--- src/rtl/eps_pkg.sv ---
// ----------------------------------------------------------------------------
// eps_pkg: shared definitions for the epilogue pattern scanner
// Instruction masks, result status codes, register indexes and the
// classification word passed from the front end to the back end.
// ----------------------------------------------------------------------------
package eps_pkg;

   localparam int unsigned QueueDepth = 2;

   localparam logic [31:0] M_LDR_ANY  = 32'h1E00_1C5F;
   localparam logic [31:0] M_LDR_LR   = 32'hFE00_FC5F;
   localparam logic [31:0] M_LDRD_R10 = 32'hFE00_FC7F;
   localparam logic [31:0] V_LDR_ANY  = 32'h0400_144C;
   localparam logic [31:0] V_LDR_LR   = 32'h2400_D44C;
   localparam logic [31:0] V_LDRD_R10 = 32'h2400_546C;
   localparam logic [31:0] M_ADD_SP   = 32'hFC00_FC7F;
   localparam logic [31:0] V_ADD_SP   = 32'h2400_B41B;
   localparam logic [31:0] M_RTS      = 32'h1C0F_1FFF;
   localparam logic [31:0] V_RTS      = 32'h0402_194F;

   localparam logic [31:0] TEXT_END_RESET = 32'h0000_7FFF;

   typedef enum logic [1:0] {
      REG_TEXT_END  = 2'd0,
      REG_STOP_LOW  = 2'd1,
      REG_STOP_HIGH = 2'd2
   } reg_index_type;

   typedef enum logic [1:0] {
      ST_CONTINUE = 2'd0,
      ST_FOUND    = 2'd1,
      ST_STOP     = 2'd2,
      ST_PAST_END = 2'd3
   } status_type;

   typedef struct packed {
      logic               scan_start;
      logic               past_end;
      logic               stop_hit;
      logic               is_ldr_lr;
      logic               is_ldrd;
      logic               is_add_sp;
      logic               is_rts;
      logic               any_ld;
      logic signed [14:0] link_offset;
      logic signed [11:0] add_imm;
   } class_type;

endpackage

--- src/rtl/eps_front.sv ---
// ----------------------------------------------------------------------------
// eps_front: word intake and classification
// Holds the configuration registers, decodes each instruction word against
// the fixed masks, checks the address window and registers the result.
// ----------------------------------------------------------------------------
module eps_front (
   input  logic                clock,
   input  logic                reset,
   input  logic                csr_we,
   input  logic [1:0]          csr_index,
   input  logic [31:0]         csr_wdata,
   input  logic                req_tvalid,
   output logic                req_tready,
   input  logic [63:0]         req_tdata,
   input  logic                req_tuser,
   output logic                cls_valid,
   input  logic                cls_ready,
   output eps_pkg::class_type  cls_data
);

   logic [31:0]        text_end_ff;
   logic [31:0]        stop_low_ff;
   logic [31:0]        stop_high_ff;
   logic               valid_ff;
   eps_pkg::class_type cls_ff;
   eps_pkg::class_type cls_in;
   logic [31:0]        word;
   logic [31:0]        addr;
   logic [10:0]        imm11;
   logic [14:0]        shifted;

   assign word    = req_tdata[31:0];
   assign addr    = req_tdata[63:32];
   assign imm11   = {word[23:16], word[9:7]};
   assign shifted = {4'b0, imm11} << word[6:5];

   always_comb begin
      cls_in.scan_start  = req_tuser;
      cls_in.past_end    = addr > text_end_ff;
      cls_in.stop_hit    = (addr >= stop_low_ff) && (addr < stop_high_ff);
      cls_in.is_ldr_lr   = (word & eps_pkg::M_LDR_LR) == eps_pkg::V_LDR_LR;
      cls_in.is_ldrd     = (word & eps_pkg::M_LDRD_R10) == eps_pkg::V_LDRD_R10;
      cls_in.is_add_sp   = (word & eps_pkg::M_ADD_SP) == eps_pkg::V_ADD_SP;
      cls_in.is_rts      = (word & eps_pkg::M_RTS) == eps_pkg::V_RTS;
      cls_in.any_ld      = (word & eps_pkg::M_LDR_ANY) == eps_pkg::V_LDR_ANY;
      cls_in.link_offset = word[24] ? (15'd0 - shifted) : shifted;
      cls_in.add_imm     = {imm11[10], imm11};
   end

   assign req_tready = !valid_ff || cls_ready;
   assign cls_valid  = valid_ff;
   assign cls_data   = cls_ff;

   always_ff @(posedge clock) begin
      if (reset) begin
         text_end_ff  <= eps_pkg::TEXT_END_RESET;
         stop_low_ff  <= '0;
         stop_high_ff <= '0;
         valid_ff     <= 1'b0;
      end else begin
         if (csr_we) begin
            case (csr_index)
               eps_pkg::REG_TEXT_END:  text_end_ff  <= csr_wdata;
               eps_pkg::REG_STOP_LOW:  stop_low_ff  <= csr_wdata;
               eps_pkg::REG_STOP_HIGH: stop_high_ff <= csr_wdata;
               default: ;
            endcase
         end
         if (req_tready) begin
            valid_ff <= req_tvalid;
         end
      end
   end

   always_ff @(posedge clock) begin
      if (req_tready && req_tvalid) begin
         cls_ff <= cls_in;
      end
   end

endmodule

--- src/rtl/eps_queue.sv ---
// ----------------------------------------------------------------------------
// eps_queue: classification queue
// Small first-in first-out buffer between the front end and the back end.
// ----------------------------------------------------------------------------
module eps_queue #(
   parameter int unsigned Depth = eps_pkg::QueueDepth
) (
   input  logic                clock,
   input  logic                reset,
   input  logic                in_valid,
   output logic                in_ready,
   input  eps_pkg::class_type  in_data,
   output logic                out_valid,
   input  logic                out_ready,
   output eps_pkg::class_type  out_data
);

   localparam int unsigned PtrWidth = $clog2(Depth);
   localparam int unsigned CntWidth = $clog2(Depth + 1);
   localparam logic [PtrWidth-1:0] LastPtr = PtrWidth'(Depth - 1);
   localparam logic [CntWidth-1:0] Full    = CntWidth'(Depth);

   eps_pkg::class_type  mem [Depth];
   logic [PtrWidth-1:0] wr_ptr_ff;
   logic [PtrWidth-1:0] rd_ptr_ff;
   logic [CntWidth-1:0] count_ff;
   logic                push;
   logic                pop;

   assign in_ready  = count_ff != Full;
   assign out_valid = count_ff != '0;
   assign push      = in_valid && in_ready;
   assign pop       = out_valid && out_ready;
   assign out_data  = mem[rd_ptr_ff];

   always_ff @(posedge clock) begin
      if (reset) begin
         wr_ptr_ff <= '0;
         rd_ptr_ff <= '0;
         count_ff  <= '0;
      end else begin
         if (push) begin
            wr_ptr_ff <= (wr_ptr_ff == LastPtr) ? '0 : wr_ptr_ff + 1'b1;
         end
         if (pop) begin
            rd_ptr_ff <= (rd_ptr_ff == LastPtr) ? '0 : rd_ptr_ff + 1'b1;
         end
         case ({push, pop})
            2'b10:   count_ff <= count_ff + 1'b1;
            2'b01:   count_ff <= count_ff - 1'b1;
            default: count_ff <= count_ff;
         endcase
      end
   end

   always_ff @(posedge clock) begin
      if (push) begin
         mem[wr_ptr_ff] <= in_data;
      end
   end

   a_count_bound: assert property (@(posedge clock) disable iff (reset)
      count_ff <= Full)
      else $error("queue count beyond depth");

   a_count_step: assert property (@(posedge clock) disable iff (reset)
      push && !pop |=> count_ff == $past(count_ff) + 1'b1)
      else $error("queue count did not advance on push");

endmodule

--- src/rtl/eps_back.sv ---
// ----------------------------------------------------------------------------
// eps_back: epilogue match sequencer
// Tracks the match phase, captures link offset and frame size, and drives
// the registered result word.
// ----------------------------------------------------------------------------
module eps_back (
   input  logic                clock,
   input  logic                reset,
   input  logic                cls_valid,
   output logic                cls_ready,
   input  eps_pkg::class_type  cls_data,
   output logic                rsp_tvalid,
   input  logic                rsp_tready,
   output logic [31:0]         rsp_tdata,
   output logic [1:0]          rsp_tuser
);

   typedef enum logic [1:0] {
      PH_IDLE = 2'd0,
      PH_LDRD = 2'd1,
      PH_LINK = 2'd2,
      PH_ADD  = 2'd3
   } phase_type;

   phase_type           phase_ff;
   phase_type           phase_in;
   phase_type           phase_cur;
   logic [2:0]          adjust_ff;
   logic [2:0]          adjust_in;
   logic [2:0]          adjust_cur;
   logic [14:0]         link_ff;
   logic [14:0]         link_in;
   logic [11:0]         frame_ff;
   logic [11:0]         frame_in;
   eps_pkg::status_type status_in;
   logic                rsp_valid_ff;
   eps_pkg::status_type rsp_status_ff;
   logic [11:0]         rsp_frame_ff;
   logic [14:0]         rsp_link_ff;
   logic [2:0]          rsp_step_ff;
   logic                take;

   assign cls_ready = !rsp_valid_ff || rsp_tready;
   assign take      = cls_valid && cls_ready;

   always_comb begin
      phase_cur  = cls_data.scan_start ? PH_IDLE : phase_ff;
      adjust_cur = cls_data.scan_start ? 3'd0 : adjust_ff;
      phase_in   = phase_cur;
      adjust_in  = adjust_cur;
      link_in    = link_ff;
      frame_in   = frame_ff;
      status_in  = eps_pkg::ST_CONTINUE;
      if (cls_data.past_end) begin
         status_in = eps_pkg::ST_PAST_END;
      end else if (cls_data.stop_hit) begin
         status_in = eps_pkg::ST_STOP;
      end else begin
         case (phase_cur)
            PH_IDLE, PH_LDRD: begin
               if (cls_data.is_ldr_lr) begin
                  link_in  = cls_data.link_offset;
                  phase_in = PH_LINK;
               end else if (cls_data.is_ldrd) begin
                  adjust_in = 3'd4;
                  phase_in  = PH_LDRD;
               end
            end
            PH_LINK: begin
               if (cls_data.is_add_sp) begin
                  frame_in = cls_data.add_imm + {9'd0, adjust_cur};
                  phase_in = PH_ADD;
               end else if (!cls_data.any_ld) begin
                  phase_in = PH_IDLE;
               end
            end
            default: begin
               if (cls_data.is_rts) begin
                  status_in = eps_pkg::ST_FOUND;
                  phase_in  = PH_IDLE;
               end else if (!cls_data.any_ld) begin
                  phase_in = PH_IDLE;
               end
            end
         endcase
         if (phase_in == PH_IDLE) begin
            adjust_in = 3'd0;
         end
      end
   end

   always_ff @(posedge clock) begin
      if (reset) begin
         phase_ff     <= PH_IDLE;
         adjust_ff    <= '0;
         link_ff      <= '0;
         frame_ff     <= '0;
         rsp_valid_ff <= 1'b0;
      end else begin
         if (cls_ready) begin
            rsp_valid_ff <= cls_valid;
         end
         if (take) begin
            phase_ff  <= phase_in;
            adjust_ff <= adjust_in;
            link_ff   <= link_in;
            frame_ff  <= frame_in;
         end
      end
   end

   always_ff @(posedge clock) begin
      if (take) begin
         rsp_status_ff <= status_in;
         rsp_frame_ff  <= frame_in;
         rsp_link_ff   <= link_in;
         rsp_step_ff   <= (phase_in == PH_IDLE) ? 3'd2 : 3'd4;
      end
   end

   assign rsp_tvalid = rsp_valid_ff;
   assign rsp_tdata  = {2'b00, rsp_step_ff, rsp_link_ff, rsp_frame_ff};
   assign rsp_tuser  = rsp_status_ff;

   a_found_idle: assert property (@(posedge clock) disable iff (reset)
      rsp_valid_ff && rsp_status_ff == eps_pkg::ST_FOUND |-> rsp_step_ff == 3'd2)
      else $error("found result without return to idle");

   a_idle_no_adjust: assert property (@(posedge clock) disable iff (reset)
      phase_ff == PH_IDLE |-> adjust_ff == 3'd0)
      else $error("frame adjust left set while idle");

   a_adjust_values: assert property (@(posedge clock) disable iff (reset)
      adjust_ff == 3'd0 || adjust_ff == 3'd4)
      else $error("frame adjust out of range");

   a_step_phase: assert property (@(posedge clock) disable iff (reset)
      take |=> (rsp_step_ff == 3'd2) == (phase_ff == PH_IDLE))
      else $error("step does not follow phase");

endmodule

--- src/rtl/epilogue_pattern_scanner.sv ---
// ----------------------------------------------------------------------------
// epilogue_pattern_scanner: function epilogue search over an instruction stream
// Path: an accepted word passes the intake register, the queue and the result
// register before its result shows on rsp; phase_in is computed combinationally.
// Throughput: one word per cycle while rsp_tready does not stall the output.
// Reset: synchronous; clears the match state, saved offsets and queue, and
// loads the registers with their defaults (text end 0x7FFF, stop range empty).
// ----------------------------------------------------------------------------
module epilogue_pattern_scanner #(
   parameter int unsigned QueueDepth = eps_pkg::QueueDepth
) (
   input  logic        clock,
   input  logic        reset,
   input  logic        csr_we,
   input  logic [1:0]  csr_index,
   input  logic [31:0] csr_wdata,
   input  logic        req_tvalid,
   output logic        req_tready,
   input  logic [63:0] req_tdata,   // instr_word, instr_addr
   input  logic        req_tuser,   // scan_start
   output logic        rsp_tvalid,
   input  logic        rsp_tready,
   output logic [31:0] rsp_tdata,   // frame_size, link_offset, next_step
   output logic [1:0]  rsp_tuser    // scan_status
);

   logic               f_valid;
   logic               f_ready;
   eps_pkg::class_type f_data;
   logic               b_valid;
   logic               b_ready;
   eps_pkg::class_type b_data;

   eps_front u_front (
      .clock      (clock),
      .reset      (reset),
      .csr_we     (csr_we),
      .csr_index  (csr_index),
      .csr_wdata  (csr_wdata),
      .req_tvalid (req_tvalid),
      .req_tready (req_tready),
      .req_tdata  (req_tdata),
      .req_tuser  (req_tuser),
      .cls_valid  (f_valid),
      .cls_ready  (f_ready),
      .cls_data   (f_data)
   );

   eps_queue #(
      .Depth (QueueDepth)
   ) u_queue (
      .clock     (clock),
      .reset     (reset),
      .in_valid  (f_valid),
      .in_ready  (f_ready),
      .in_data   (f_data),
      .out_valid (b_valid),
      .out_ready (b_ready),
      .out_data  (b_data)
   );

   eps_back u_back (
      .clock      (clock),
      .reset      (reset),
      .cls_valid  (b_valid),
      .cls_ready  (b_ready),
      .cls_data   (b_data),
      .rsp_tvalid (rsp_tvalid),
      .rsp_tready (rsp_tready),
      .rsp_tdata  (rsp_tdata),
      .rsp_tuser  (rsp_tuser)
   );

endmodule

--- config.mk ---
export PLATFORM = sky130hd
export DESIGN_NAME = epilogue_pattern_scanner
export DESIGN_NICKNAME = d
export VERILOG_FILES = /design/src/rtl/eps_pkg.sv /design/src/rtl/eps_front.sv /design/src/rtl/eps_queue.sv /design/src/rtl/eps_back.sv /design/src/rtl/epilogue_pattern_scanner.sv
export SDC_FILE = /design/constraint.sdc
export NUM_CORES = 1
export LEC_CHECK = 0
export BUFFER_PORTS_ARGS = -buffer_cell sky130_fd_sc_hd__clkbuf_2
export CAP_MARGIN = 20
export CORE_ASPECT_RATIO = 1.2
export CORE_MARGIN = 2
export CORE_UTILIZATION = 50
export DETAILED_ROUTE_END_ITERATION = 10
export GPL_TIMING_DRIVEN = 0
export PLACE_DENSITY = 0.72
export SETUP_SLACK_MARGIN = 0.5
export SYNTH_ARGS = -nofsm -noshare
export SYNTH_HDL_FRONTEND = slang
export SYNTH_SLANG_ARGS = --single-unit
--- constraint.sdc ---
create_clock -name clock -period 3.3 [get_ports clock]
set_input_delay 0.33 -clock clock [delete_from_list [all_inputs] [get_ports clock]]
set_output_delay 0.33 -clock clock [all_outputs]
set_load 0.02 [all_outputs]
* Word level (Yosys, flattened, before mapping)
Memories as Yosys holds them, arrays and structs flattened. A register that Yosys moved wholly into a read port is not among the register bits. Cells that the tools add are included.
Storage, ports and cells: logic and storage cells 108, memories kept 1, output and inout port bits 36, input port bits 104, register bits 200, memory bits (writable) 70
Cells by class: equal/unequal tests 12, add/subtract/negate cells 6, magnitude comparators 3, shift operators 1, reduce and logical (&&, ||, !) cells 20, multiplexer cells 38
Memories:
- u_queue.mem | words 2, bits a word 35, rd ports 1, clocked after Yosys merged registers in 1, write ports 1, RTL line eps_queue.sv:23 | eps_pkg::class_type mem [Depth];
Operators with widths (number):
- 15-bit two-way mux | 5
- 12-bit two-way mux | 4
- 20-bit by 18-bit == test with 1-bit output, second input constant | 2
- 19-bit by 17-bit == test with 1-bit output, second input constant | 2
- 32-bit greater-or-equal comparator | 1
- 32-bit greater-than comparator | 1
- 32-bit less-than comparator | 1
- 3-bit two-way mux | 8
- 2-bit two-way mux | 10
- 11-bit by 2-bit left shift with 15-bit output | 1
- 1-bit by 15-bit subtractor with 15-bit output, first input constant | 1
- 13-bit by 11-bit == test with 1-bit output, second input constant | 1
- 12-bit by 3-bit adder with 12-bit output | 1
- 1-bit two-way mux | 9
- 2-bit logical NOT | 4
- 2-bit case mux with 2 select lines | 2
- 2-bit by 1-bit == test with 1-bit output, second input constant | 3
- 2-bit == test, second input constant | 3
- 2-bit AND reduction | 3
- 1-bit logical AND | 4
- 2-bit nonzero test | 2
- 2-bit OR reduction | 2
- 3-bit OR reduction | 1
- 1-bit adder, second input constant | 2
- 5 further kinds | 7

* Depth between registers and ports, before layout
depth after elaboration 10, depth in mapped cells 12, mapped depth without buffers 9

* Modules after synthesis
From an unflattened synthesis, not the netlist that was laid out.
Second synthesis, totals: cells, all modules 1296, area, all modules 13136.3 µm²
By module, submodules not included:
- eps_front | times used 1, sequential area each 2962.8 µm², cells an instance 870, area each 7463.4 µm²
- eps_back | times used 1, sequential area each 1591.5 µm², cells an instance 293, area each 2934.1 µm²
- eps_queue | times used 1, sequential area each 2202.1 µm², cells an instance 133, area each 2738.9 µm²

* Least setup slack after synthesis
Ideal clock, no wire load.
path kind reg2reg, from register (tool-made name), to register u_back.rsp_frame_ff[10] (data pin), required time 3.038 ns, clock period less this slack 3.498 ns, arrival time 3.235 ns, path buffers 4, library setup time 0.262 ns, stages on the path, launching flop included 11, slack -0.198 ns, cells stage by stage dfxtp_1 > clkbuf_1 > clkbuf_1 > buf_2 > buf_1 > mux2_2 > ha_1 > o21ai_1 > a2111oi_0 > xnor2_1 > mux2_1
RTL lines:
- end signal: assignment | RTL line eps_back.sv:115 | rsp_frame_ff <= frame_in;
- end: declaration | RTL line eps_back.sv:38 | logic [11:0] rsp_frame_ff;

==> summary.md <==
| Metric | Value |
|---|---|
| Overall power | `9.51 mW` |
| Die area | `27,400 µm²` |
| Number of nets in the layout | `1,652` |
| Iteration-0 DRC Markers | `491` |
| Clock latency on the worst-skew pair | `0.54 ns` |
| Area of the core | `25,600 µm²` |
| Post-Syn Instances | `1,278` |
| Avg Cell Area, Syn | `10.2 µm²` |
| Register area share after synthesis | `0.513` |
| Largest net degree at the start of global routing | `42` |
| Setup TNS | `0 ns` |
| Gr usage total | `0.222` |
| Hold Vio Cnt, Final | `0` |
| FMAX | `0.368 GHz` |
| Share of layout cells above drive strength 1 | `0.165` |
| H-tree depth | `1` |
| Post-synth cell types | `68` |
| GRT busiest layer | `met2` |
| Post-synthesis register bit count | `268` |
| Initial antenna violation count | `3` |
| Hold WS | `0.0243 ns` |
| I/O pins | `140` |
| Vias in the first global route | `9,662` |
| Final WL | `30.1 mm` |
| Routing usage on met3 | `0.0477` |
| Commonest cells after routing, fill and taps aside | `198 x nand2_1, 136 x clkbuf_2, 134 x dfxtp_1, 133 x edfxtp_1, 130 x a21oi_1` |
| GP Congestion | `0.887` |
| Grt ovf | `0` |
| Rel. slew slack | `0.455` |
| # DRC | `0` |
| Final instance count without filler cells | `1,802` |
| Layout area overhead | `17.9%` |
| Setup CP Type | `register to register` |
| Dpl hpwl | `22.9 mm` |
| VDD IR-drop max | `0.000433 V` |
| Most common cell after layout, fill and taps aside | `nand2_1` |
| Slew of the pin with the lowest slew margin | `0.818 ns` |
| Crit start category | `register` |
| CTS clk-pin slew, worst paths | `0.06 ns` |
| Critical Path RT | `3.59 ns` |
| Buffer and inverter count on the worst path | `2` |
| Drt first pass iters | `5` |
| CTS tree | `built` |
| Setup slack, reg-to-reg | `0.59 ns` |
| YS warnings | `0` |
| Slowest CP cell | `o21ai_2` |
| Setup Skew | `0.00984 ns` |
| HP Class | `input pin to register` |
| Finished Cell Area | `15,400 µm²` |
| CP top delay family | `compound AO/OA/AOI/OAI gates` |
| Minimum clock period | `2.71 ns` |
| First-pass GRT wire length | `48.4 mm` |
| Die H | `181 µm` |
| Post-synth ARST share | `0` |
| RSZ-0062 raised after global routing | `false` |
| Chip width | `152 µm` |
| Number of routed nets with antenna violations | `0` |
| Cts bufs inserted | `27` |
| Wirelength per Cell | `16.7 µm` |
| Predominant post-synthesis flop cell | `dfxtp_1` |
| FP Rows | `64` |
| Crit Path Max Fanout | `10` |
| # setup viols final | `0` |
| P per Cell Area | `618 nW/µm²` |
| Port Buffers | `134` |
| Met2 Use GR | `0.388` |
| Max stage delay on crit path | `0.35 ns` |
| Synthesized cell area | `13,100 µm²` |
| Global routing usage on met1 | `0.266` |
| Period utilisation layout | `0.823` |
| Crit path arrival time | `3.00 ns` |
| Critical path cell sequence | `buf_8 > clkbuf_16 > and3b_1 > o21ai_2 > and2_1 > ha_2 > nor2_4 > a2111oi_4 > xnor2_1 > mux2_1` |
| Starting density of the core | `0.509` |
| Number of synthesized flops with an enable pin | `133` |
| Max_cap viols | `0` |
| Final Slew Violations | `0` |
| Clock tree buffer depth | `3` |
| Clock Sink Count | `268` |
| Status | `finished, final reports clean` |
| # placed instances | `1,745` |
| Root Buffer | `clkbuf_16` |
| Leakage | `5.94 nW` |
| Crit. End Element | `register` |
| Vias per cell | `5.43` |
| Total number of vias | `9,785` |
| Placed inst area | `14,200 µm²` |
==> power by group <==
part           internal, mW  switching (mW)  total (mW)
combinational         0.826            1.30        2.12
sequential             3.96           0.135        4.10
clock                  2.01            1.28        3.29
total                  6.80            2.71        9.51
==> synth_stat cells, drive strengths merged, types with 19 or more instances <==
master  number  area (µm²)
nand2      198         743
dfxtp      135        2700
edfxtp     133        3990
a21oi      131         659
inv        110         413
ha         100        1250
nor2        85         322
mux2i       50         500
clkbuf      46         173
o21ai       32         160
a21o        26         195
mux2        19         214
==> path summary, 6_finish.rpt <==
kind,cells after the start,to,startpoint
max,10,u_back.rsp_frame_ff[10],register
min,3,u_front.cls_valid,req_tvalid
max reg2reg,10,u_back.rsp_frame_ff[10],register
min reg2reg,0,u_queue.mem[0][14],u_front.cls_data[14]
==> worst reg2reg max path: stages (launching register included) <==
cell	delay, ns
dfxtp_2	0.32
buf_8	0.13
clkbuf_16	0.16
and3b_1	0.19
o21ai_2	0.35
and2_1	0.20
ha_2	0.22
nor2_4	0.07
a2111oi_4	0.35
xnor2_1	0.18
mux2_1	0.30
==> cell type report <==
class | count | area [µm²]
fillers | 2182 | 10200
flip-flops and latches | 268 | 6700
multi-input cells | 845 | 5840
clock buffers | 35 | 757
repair buffers | 138 | 716
inverters | 110 | 413
well taps | 330 | 413
plain buffers | 58 | 338
clock inverters | 15 | 214
diodes | 3 | 7.51
==> cells by family after synthesis <==
logic type	Yosys count	share of synthesized area
xor+xnor	25	0.0168
other cells	1	0.000287
flops	268	0.513
buf+inv	168	0.0511
compound gates	259	0.121
fa+ha+maj	100	0.0958
mux	77	0.0694
simple gates	380	0.133
==> flip-flops by register name, indices dropped and copies added, names as in the netlist, 3 cells and up, named ones only <==
name,count
u_queue.mem,68
u_front.cls_data,34
u_front.stop_high_ff,32
u_front.stop_low_ff,32
u_front.text_end_ff,32
u_back.link_ff,15
u_back.rsp_link_ff,15
u_back.frame_ff,12
u_back.rsp_frame_ff,12
u_back.adjust_ff,3
==> through the flow <==
| stage | setup WS, ns | utilization |
|---|---|---|
| 6_report | 0.586 | 0.601 |
| 2_1_floorplan | 0.378 | - |
| 3_3_place_gp | -0.0240 | 0.553 |
| 3_5_place_dp | -0.0512 | 0.554 |
| 4_1_cts | 0.433 | 0.597 |
| 5_1_grt | 0.493 | 0.600 |
==> metal layers <==
| layer | vias to the layer above | part of all wire |
|---|---|---|
| met4 | 2 | 0.037 |
| met1 | 4605 | 0.40 |
| li1 | 4850 | - |
| met3 | 69 | 0.065 |
| met5 | - | 0.00033 |
| met2 | 259 | 0.50 |
==> what timing repair did <==
| action | CTS | global route |
|---|---|---|
| gates resized for setup | 25 | 19 |
| buffers inserted | 1 | 1 |
| gates cloned | 1 | 0 |
| endpoints found under the setup margin | 41 | 17 |
| endpoints found under the hold margin | 1 | 0 |
| pin swaps | 4 | 2 |
| hold buffers | 1 | 0 |
Power figures use the tool's default switching activity.
